<file path="config.mk">
export PLATFORM = sky130hd
export DESIGN_NAME = alignment_to_cigar_encoder
export DESIGN_NICKNAME = d
export VERILOG_FILES = /design/src/rtl/core/a2c_pkg.sv /design/src/rtl/core/alignment_to_cigar_encoder.sv
export SDC_FILE = /design/constraint.sdc
export NUM_CORES = 1
export LEC_CHECK = 0
export ABC_AREA = 1
export BUFFER_PORTS_ARGS = -buffer_cell sky130_fd_sc_hd__buf_2
export CAP_MARGIN = 10
export CORE_UTILIZATION = 54
export CTS_BUF_LIST = sky130_fd_sc_hd__clkbuf_8
export DETAILED_ROUTE_END_ITERATION = 16
export PLACE_DENSITY = 0.72
export SLEW_MARGIN = 20
export SYNTH_ARGS = -nofsm -noshare
export SYNTH_HDL_FRONTEND = slang
export SYNTH_SLANG_ARGS = --single-unit
</file>
<file path="constraint.sdc">
create_clock -name clk -period 8.2 [get_ports clk]
set_input_delay 0 -clock clk [delete_from_list [all_inputs] [get_ports clk]]
set_output_delay 0 -clock clk [all_outputs]
set_load 0.03 [all_outputs]
</file>
<file path="src/rtl/core/a2c_pkg.sv">
`default_nettype none
package a2c_pkg;

  localparam int LEN_BITS_DEFAULT = 16;
  localparam int OUT_MAX = 65535;

  // column commands
  localparam logic [1:0] CMD_PAIR = 2'd0;
  localparam logic [1:0] CMD_DEL = 2'd1;
  localparam logic [1:0] CMD_INS = 2'd2;
  localparam logic [1:0] CMD_FINISH = 2'd3;

  // cigar operation kinds
  localparam logic [2:0] KIND_MATCH = 3'd0;
  localparam logic [2:0] KIND_MISM = 3'd1;
  localparam logic [2:0] KIND_INS = 3'd2;
  localparam logic [2:0] KIND_DEL = 3'd3;
  localparam logic [2:0] KIND_CLIP = 3'd4;
  localparam logic [2:0] KIND_NONE = 3'd5;

  // configuration register indexes
  localparam int CFG_IDX_W = 8;
  localparam logic [CFG_IDX_W-1:0] CFG_CLIP_START = 8'd0;
  localparam logic [CFG_IDX_W-1:0] CFG_READ_LENGTH = 8'd1;

  typedef struct packed {
    logic [1:0] cmd;
    logic [7:0] read_base;
    logic [7:0] ref_base;
  } column_t;

  typedef struct packed {
    logic [2:0] op_kind;
    logic [15:0] run_length;
    logic [15:0] mismatch_total;
    logic last;
  } cigar_op_t;

endpackage
`default_nettype wire

</file>
<file path="src/rtl/core/alignment_to_cigar_encoder.sv">
`default_nettype none
// Extended CIGAR run-length encoder.
// Input channel (in_valid / in_stall / in_data) takes one alignment column per
// request: aligned pair, deletion, insertion or finish. Output channel
// (out_valid / out_stall / out_data) delivers CIGAR runs; the last result of a
// finish request carries last and the final mismatch total.
// Configuration (cfg_valid / cfg_ready / cfg_index / cfg_data) sets clip_start
// (index 0) and read_length (index 1); cfg_ready is always high. Write it only
// while the block is idle.
// A request is registered at acceptance and, once the queue holds at most two
// results, is processed into a 4-entry queue that drives out_data directly.
// Throughput: one request per cycle while in_stall is low. A column request
// makes at most one result, a finish request one or two; the queue drains one
// result per cycle when out_stall is low. in_stall rises while a request waits
// and the queue holds more than two results: under receiver stalls, or after
// back-to-back finish requests that each make two results; results are held
// in order, none lost.
// Reset (rst, synchronous) clears the run state, both registers and the queue.
module alignment_to_cigar_encoder #(
  parameter int LEN_BITS = a2c_pkg::LEN_BITS_DEFAULT
) (
  input  wire logic                             clk,
  input  wire logic                             rst,
  input  wire logic                             in_valid,
  output      logic                             in_stall,
  input  wire a2c_pkg::column_t                 in_data,
  output      logic                             out_valid,
  input  wire logic                             out_stall,
  output      a2c_pkg::cigar_op_t               out_data,
  input  wire logic                             cfg_valid,
  output      logic                             cfg_ready,
  input  wire logic [a2c_pkg::CFG_IDX_W-1:0]    cfg_index,
  input  wire logic [15:0]                      cfg_data
);
  import a2c_pkg::*;

  localparam int CW = LEN_BITS + 1;
  localparam int MW = (LEN_BITS > 16) ? LEN_BITS : 16;
  localparam int SW = MW + 2;
  localparam logic [SW-1:0] COV_MAX = SW'((64'd1 << CW) - 64'd1);
  localparam logic [MW-1:0] OUT_LIM = MW'(OUT_MAX);

  function automatic logic [15:0] clamp16(input logic [MW-1:0] v);
    logic [15:0] r;
    r = (v > OUT_LIM) ? 16'hFFFF : v[15:0];
    return r;
  endfunction

  // configuration
  logic [15:0] clip_start;
  logic [15:0] read_length;

  assign cfg_ready = 1'b1;

  always_ff @(posedge clk) begin
    if (rst) begin
      clip_start <= '0;
      read_length <= '0;
    end else if (cfg_valid && cfg_ready) begin
      if (cfg_index == CFG_CLIP_START) begin
        clip_start <= cfg_data;
      end else if (cfg_index == CFG_READ_LENGTH) begin
        read_length <= cfg_data;
      end
    end
  end

  // input register
  column_t item;
  logic    item_valid;
  logic    fire;

  // result queue
  cigar_op_t  q [4];
  logic [1:0] head;
  logic [1:0] tail;
  logic [2:0] count;
  logic       pop;

  assign fire = item_valid && (count <= 3'd2);
  assign in_stall = item_valid && !fire;

  always_ff @(posedge clk) begin
    if (rst) begin
      item_valid <= 1'b0;
    end else if (!in_stall) begin
      item_valid <= in_valid;
    end
    if (!in_stall && in_valid) begin
      item <= in_data;
    end
  end

  // run state
  logic [2:0]          open_kind;
  logic [LEN_BITS-1:0] open_count;
  logic [CW-1:0]       covered;
  logic [LEN_BITS-1:0] mism;
  logic                started;

  logic                is_finish;
  logic [2:0]          kind_in;
  logic [LEN_BITS-1:0] mism_next;
  logic                lead;
  logic                has_run;
  logic                has_x;
  logic [MW-1:0]       addend;
  logic [SW-1:0]       cov_sum;
  logic [SW-1:0]       cov_sat;
  logic                trail;
  logic [15:0]         trail_len;
  logic [15:0]         mism_out;
  cigar_op_t           res0;
  cigar_op_t           res1;
  logic                push2;
  logic [1:0]          push_n;

  always_comb begin
    is_finish = (item.cmd == CMD_FINISH);
    case (item.cmd)
      CMD_PAIR: kind_in = (item.read_base == item.ref_base) ? KIND_MATCH : KIND_MISM;
      CMD_DEL:  kind_in = KIND_DEL;
      CMD_INS:  kind_in = KIND_INS;
      default:  kind_in = KIND_NONE;
    endcase

    mism_next = mism;
    if (kind_in == KIND_MISM && mism != '1) begin
      mism_next = mism + 1'b1;
    end
    mism_out = clamp16(MW'(mism_next));

    lead = !started && (clip_start != 16'd0);
    // open run is flushed on a kind change or at finish
    has_run = (open_kind != KIND_NONE) && (open_count != '0)
              && (is_finish || open_kind != kind_in);
    has_x = lead || has_run;

    if (lead) begin
      addend = MW'(clip_start);
    end else if (has_run && open_kind != KIND_DEL) begin
      addend = MW'(open_count);
    end else begin
      addend = '0;
    end
    cov_sum = SW'(covered) + SW'(addend);
    cov_sat = (cov_sum > COV_MAX) ? COV_MAX : cov_sum;

    trail = is_finish && (cov_sat < SW'(read_length));
    trail_len = read_length - cov_sat[15:0];

    res1.op_kind = KIND_CLIP;
    res1.run_length = trail_len;
    res1.mismatch_total = mism_out;
    res1.last = 1'b1;

    res0.mismatch_total = mism_out;
    if (has_x) begin
      res0.op_kind = lead ? KIND_CLIP : open_kind;
      res0.run_length = lead ? clip_start : clamp16(MW'(open_count));
    end else if (trail) begin
      res0.op_kind = KIND_CLIP;
      res0.run_length = trail_len;
    end else begin
      res0.op_kind = KIND_NONE;
      res0.run_length = '0;
    end
    push2 = has_x && trail;
    res0.last = is_finish && !push2;

    if (is_finish) begin
      push_n = push2 ? 2'd2 : 2'd1;
    end else begin
      push_n = has_x ? 2'd1 : 2'd0;
    end
    if (!fire) begin
      push_n = 2'd0;
    end
  end

  always_ff @(posedge clk) begin
    if (rst) begin
      open_kind <= KIND_NONE;
      open_count <= '0;
      covered <= '0;
      mism <= '0;
      started <= 1'b0;
    end else if (fire) begin
      if (is_finish) begin
        open_kind <= KIND_NONE;
        open_count <= '0;
        covered <= '0;
        mism <= '0;
        started <= 1'b0;
      end else begin
        open_kind <= kind_in;
        if (open_kind != kind_in) begin
          open_count <= LEN_BITS'(1);
        end else if (open_count != '1) begin
          open_count <= open_count + 1'b1;
        end
        covered <= cov_sat[CW-1:0];
        mism <= mism_next;
        started <= 1'b1;
      end
    end
  end

  assign out_valid = (count != 3'd0);
  assign out_data = q[head];
  assign pop = out_valid && !out_stall;

  always_ff @(posedge clk) begin
    if (rst) begin
      head <= '0;
      tail <= '0;
      count <= '0;
    end else begin
      if (pop) begin
        head <= head + 2'd1;
      end
      tail <= tail + push_n;
      count <= count + 3'(push_n) - 3'(pop);
    end
    if (push_n != 2'd0) begin
      q[tail] <= res0;
    end
    if (push_n == 2'd2) begin
      q[tail + 2'd1] <= res1;
    end
  end

endmodule
`default_nettype wire
</file>
Word level (Yosys, flattened, before mapping)
Memory sizes are Yosys's and may differ from the RTL's. A register that Yosys moved wholly into a read port is not among the register bits.
Cells that the tools add are included.
Word-level totals
  register bits after elaboration: 111
  RAM bits: 144
  input port bits: 47
  output and inout bits: 39
  word-level logic and storage cells: 100
  memories: 1
Memory list
  q: words 4, width 36, read ports 1, clocked after Yosys merged registers in 1, write ports 2, RTL line alignment_to_cigar_encoder.sv:74  | cigar_op_t q [4];
Cells by class
  add/subtract/negate cells: 9
  order comparisons: 5
  equality and inequality tests: 12
  multiplexer cells: 29
  bitwise operators: 1
  reduce and logical (&&, ||, !) cells: 29
Operator list (number)
  two-way mux 16 bit: 10
  two-way mux 17 bit: 2
  adder 16 x 1 -> 16 bit (second input constant): 2
  greater-than comparator 16 bit (second input constant): 2
  inequality test 16 bit (second input constant): 2
  nonzero test 16 bit: 2
  two-way mux 19 bit: 1
  adder 17 x 16 -> 18 bit: 1
  greater-than comparator 18 x 17 -> 1 bit (second input constant): 1
  < comparator 18 x 16 -> 1 bit: 1
  two-way mux 18 bit: 1
  subtractor 16 bit: 1
  logical AND 1 bit: 12
  two-way mux 2 bit: 5
  case mux 3 bit (3 select lines): 1
  equality test 8 x 1 -> 1 bit (second input constant): 1
  equality test 8 bit: 1
  zero test 8 bit: 1
  two-way mux 1 bit: 7
  equality test 2 bit (second input constant): 3
  two-way mux 3 bit: 2
  nonzero test 3 bit: 2
  zero test 1 bit: 5
  adder 2 x 1 -> 2 bit (second input constant): 2
  15 further kinds: 17

Longest topological paths before layout
  word-level depth: 21
  gate-level depth with buffers: 47
  mapped depth without buffers: 46

Worst setup path after synthesis
OpenSTA, ideal clock, no wires.
  path kind: reg2reg
  from: register item[16] in the netlist's numbering
  to: register count[2]
  arrival: 5.921 ns
  data required time: 8.080 ns
  setup slack: 2.158 ns
  cell stages (with the launch flop): 40
  buffers on the path: 2
  path through: edfxtp_1 > inv_1 > ha_1 > xor2_1 > nor2_1 > nand4_2 > nand2_1 > clkinv_1 > o31ai_1 > clkbuf_1 > o21ai_0 > ha_1 > a21oi_2 > nor2_1 > o21ai_1 > o21a_1 > nand3_2 > inv_2 > [4 not listed] > nor2_1 > o211ai_1 > nand4_1 > nand2_1 > nand2_1 > nand2_1 > nand2_1 > nor2_8 > nand2_1 > inv_1 > nor2_1 > inv_1 > ha_1 > inv_1 > ha_1 > fa_1 > o21ai_0 > a21oi_1
On the way
  longest elaborated chain between the ends: 19
  elaborated cells on any way between the ends: 24
RTL lines
  from (decl): RTL line alignment_to_cigar_encoder.sv:69  | column_t item;
  from (signal assigned): RTL line alignment_to_cigar_encoder.sv:90  | item <= in_data;
  equality test 2 bit, or another cell as far along: RTL line alignment_to_cigar_encoder.sv:120  | case (item.cmd)
  case mux 3 bit (3 select lines): RTL line alignment_to_cigar_encoder.sv:120
  inequality test 3 bit: RTL line alignment_to_cigar_encoder.sv:136  | && (is_finish || open_kind != kind_in);
  logical OR 1 bit: RTL line alignment_to_cigar_encoder.sv:136
  logical AND 1 bit: RTL line alignment_to_cigar_encoder.sv:136
  logical AND 1 bit: RTL line alignment_to_cigar_encoder.sv:141  | end else if (has_run && open_kind != KIND_DEL) begin
  two-way mux 16 bit: RTL line alignment_to_cigar_encoder.sv:141
  two-way mux 16 bit: RTL line alignment_to_cigar_encoder.sv:139  | if (lead) begin
  [3 not listed]
  < comparator 18 x 16 -> 1 bit: RTL line alignment_to_cigar_encoder.sv:149  | trail = is_finish && (cov_sat < SW'(read_length));
  logical AND 1 bit: RTL line alignment_to_cigar_encoder.sv:149
  logical AND 1 bit: RTL line alignment_to_cigar_encoder.sv:168  | push2 = has_x && trail;
  two-way mux 2 bit: RTL line alignment_to_cigar_encoder.sv:172  | push_n = push2 ? 2'd2 : 2'd1;
  two-way mux 2 bit (*): RTL line alignment_to_cigar_encoder.sv:171  | if (is_finish) begin
  two-way mux 2 bit (*): RTL line alignment_to_cigar_encoder.sv:176  | if (!fire) begin
  adder 3 x 2 -> 3 bit (*): RTL line alignment_to_cigar_encoder.sv:223  | count <= count + 3'(push_n) - 3'(pop);
  subtractor 3 x 1 -> 3 bit (*): RTL line alignment_to_cigar_encoder.sv:223
  to (signal assigned): RTL line alignment_to_cigar_encoder.sv:223
  to (decl): RTL line alignment_to_cigar_encoder.sv:77  | logic [2:0] count;
Mark *: on every way between the ends. The rest lies on a longest branch, timed or not.
A chain may end at the register's enable or synchronous reset.

==> flow_summary_export.csv <==
group,metric,value,unit
status,outcome,"finished, final reports clean",
finish,nets,2025,
synth,synth_fa_ha_area_share,5.45,%
synth,synth_edf_count,146,
synth,synth-seq-cells,257,
setup_path,crit_top_cell,"nand2_1",
routing,dr.pass1.iters,6,
sta,maxSlewHeadroom,24.5,%
placement,place_ws,1000,ps
power_and_ir_drop,power.share.sequential,42.9,%
synth,synth-compound-area-share,13.2,%
routing,ant_nets,0,
placement,placed_cell_area,14800,um2
placement,globalplace.congestion,0.986,
floorplan,io_pins,86,
sta,fin_ws,903,ps
setup_path,cp_slowest_cell,"nand2_2",
setup_path,slowest_delay,530,ps
floorplan,die-width,164,um
routing,routed_wirelength,39600,um
floorplan,rows,58,
finish,antennaDiodeCount,0,
setup_path,required,8620,ps
clock_network,clock_latency,580,ps
synth,synth_xor_area_share,3.21,%
synth,yosys-mux-area-fraction,0,%
clock_network,htreeDepth,2,
routing,wl_per_cell,17.3,um
placement,dp_hpwl,27500,um
sta,fmax,137,MHz
finish,fin_area,16100,um2
clock_network,cts_setup_buffers,0,
setup_path,critical_path_buf_inv_count,5,
clock_network,cts_buffer_depth,3,
power_and_ir_drop,power.internal,0.00224,W
finish,final_cell_count_no_fill,2284,
synth,yosysSeqAreaShare,46.6,%
setup_path,end_kind,"flop",
floorplan,die_h,164,um
synth,synth_ff_type,"edfxtp_1",
synth,synth_warnings,0,
floorplan,die_area,26900,um2
sta,clock_skew,39.6,ps
setup_path,worstPathArrival,7720,ps
placement,place_inst,2165,
grt,grt_pass1_wl,61900,um
setup_path,crit_type,"reg2reg",
power_and_ir_drop,peakVddDrop,0.000250,V
grt,grt_pass1_vias,11680,
sta,setup_viol,0,
synth,synth_top_family_by_area,"simple AND/OR/NAND/NOR gates",
clock_network,cts.clk_slew.worst_paths,60,ps
sta,post-route-period-util,89.0,%
grt,antenna_found_initial,0,
routing,dr.first_iter.drc_count,1167,
power_and_ir_drop,p_comb_share,23.1,%
sta,tightest_slew,1120,ps
synth,yosys.cell_types.count,48,
setup_path,path_delay_family,"simple AND/OR/NAND/NOR gates",
finish,drive_above_1_share,10.1,%
synth,synthSimpleGateAreaFrac,24.1,%
sta,finalCriticalPeriod,7300,ps
floorplan,start_util,55.7,%
grt,grt_max_degree,74,
finish,fin_util,63.1,%
clock_network,cts_root_buf,"clkbuf_8",
sta,final_max_slew_viol_count,0,
sta,finalHoldViolations,0,
sta,rsz0062_at_grt,"false",
placement,portBuffers,84,
grt,track_usage,29.7,%
power_and_ir_drop,power.density,211,nW/um2
routing,vias,12702,
clock_network,cts.sinks,257,
synth,syn_nets,1917,
grt,grt-ovfl-total,0,
routing,drc_errors,0,
clock_network,ctsResizeCount,0,
setup_path,cp-start-kind,"flop",
finish,layout_common_cells,"455 x nand2_1, 214 x nor2_1, 199 x inv_1, 157 x o21ai_0, 146 x edfxtp_1",
clock_network,numCtsBuffers,44,
power_and_ir_drop,p_leak,6.68,nW
routing,routed_via_density,5.56,
clock_network,cts_tree,"yes",
floorplan,core_area,25500,um2
synth,async_flop_share,0,%
sta,tns,0,ps
setup_path,cp_max_fo,24,
setup_path,r2r_setup_slack,900,ps
finish,final_common_cell,"nand2_1",
synth,syn_inst,1810,
power_and_ir_drop,p_switching,0.00115,W
synth,syn_avg_cell_area,7.84,um2
power_and_ir_drop,switching_share,33.9,%
clock_network,hold_buffers,37,
finish,area_delta_synth_final,13.3,%
synth,synth_area,14200,um2
run,drv_cap,0,
hold_path,hold_path.class,"in2reg",
power_and_ir_drop,pwr-share-clk,34.0,%
[synthesized netlist by cell type, drive strengths merged (7+ instances only)]
library cell | count | area share [%]
nand2 | 465 | 13
nor2 | 223 | 6.2
inv | 192 | 5.1
o21ai | 171 | 6.1
edfxtp | 146 | 31
dfxtp | 111 | 16
a21oi | 110 | 3.9
nand3 | 68 | 2.5
clkbuf | 61 | 1.6
ha | 57 | 5.0
o22ai | 41 | 1.8
xor2 | 36 | 2.2
nand4 | 22 | 1.0
nor3 | 20 | 0.71
xnor2 | 16 | 0.99
nor4 | 15 | 0.66
buf | 12 | 0.62
a31oi | 7 | 0.31
o31ai | 7 | 0.37
[stage by stage]
| stage | hold slack [ps] | total power (W) |
|---|---|---|
| CTS | 5.90 | 0.00340 |
| finish | 35.7 | 0.00339 |
| floorplan | 98.9 | 0.00201 |
| global route | 72.4 | 0.00354 |
| global placement | 177 | 0.00223 |
| detailed placement | 178 | 0.00224 |
[final timing paths]
kind | startpoint | endpoint | depth (start not counted)
max reg2reg | item[4]$_DFFE_PP_ | q[3][6]$_DFFE_PP_ | 37
min reg2reg | started$_SDFFE_PP0P_ | started$_SDFFE_PP0P_ | 2
min | cfg_valid | read_length[6]$_SDFFE_PP0P_ | 4
max | item[4]$_DFFE_PP_ | q[3][6]$_DFFE_PP_ | 37
[cell type report]
class	count	area, um2
tap	330	413
sequential	257	6610
multi-input combinational	1286	6550
clock inverter	34	210
fill	2310	9410
clock buffer	48	661
timing repair buffer	135	896
inverter	194	729
[worst register-to-register path, delay by kind of cell, from the launching register on]
kind,cells,cell delay [ps]
buffers and inverters,5,1010
AO/OA/AOI/OAI,7,1130
adder cells (fa/ha/maj),2,730
flip-flops,1,390
AND/OR/NAND/NOR,21,3510
XOR/XNOR,2,360
[flip-flops by register name, summed over array words and instances, names as in the netlist, named ones only]
register	cells
item	18
open_kind	3
head	2
item_valid	1
clip_start	16
tail	2
count	3
read_length	16
open_count	16
covered	17
started	1
q	144
mism	16
[layer usage]
metal / part of all wire (%) / up-vias / global-route usage [%]
met5: 0 / - / 0
met4: 2.3 / 0 / 8.08
met3: 8.6 / 68 / 5.71
met2: 44 / 528 / 45.4
met1: 45 / 5875 / 42.7
li1: - / 6231 / -
[cells by family after synthesis]
| logic type | count (synthesis) |
|---|---|
| buffers and inverters | 267 |
| adder cells (fa/ha/maj) | 60 |
| XOR/XNOR | 52 |
| AO/OA/AOI/OAI | 350 |
| flip-flops | 257 |
| other | 1 |
| AND/OR/NAND/NOR | 823 |
[power groups by stage]
stage / logic [W] / registers (W) / clock network [W]
after floorplan: 0.000542 / 0.00147 / 0
after global placement: 0.000754 / 0.00148 / 0
after detailed placement: 0.000762 / 0.00148 / 0
after CTS: 0.000779 / 0.00145 / 0.00117
after global routing: 0.000853 / 0.00146 / 0.00122
final: 0.000783 / 0.00146 / 0.00115
Power figures use the tool's default switching activity.
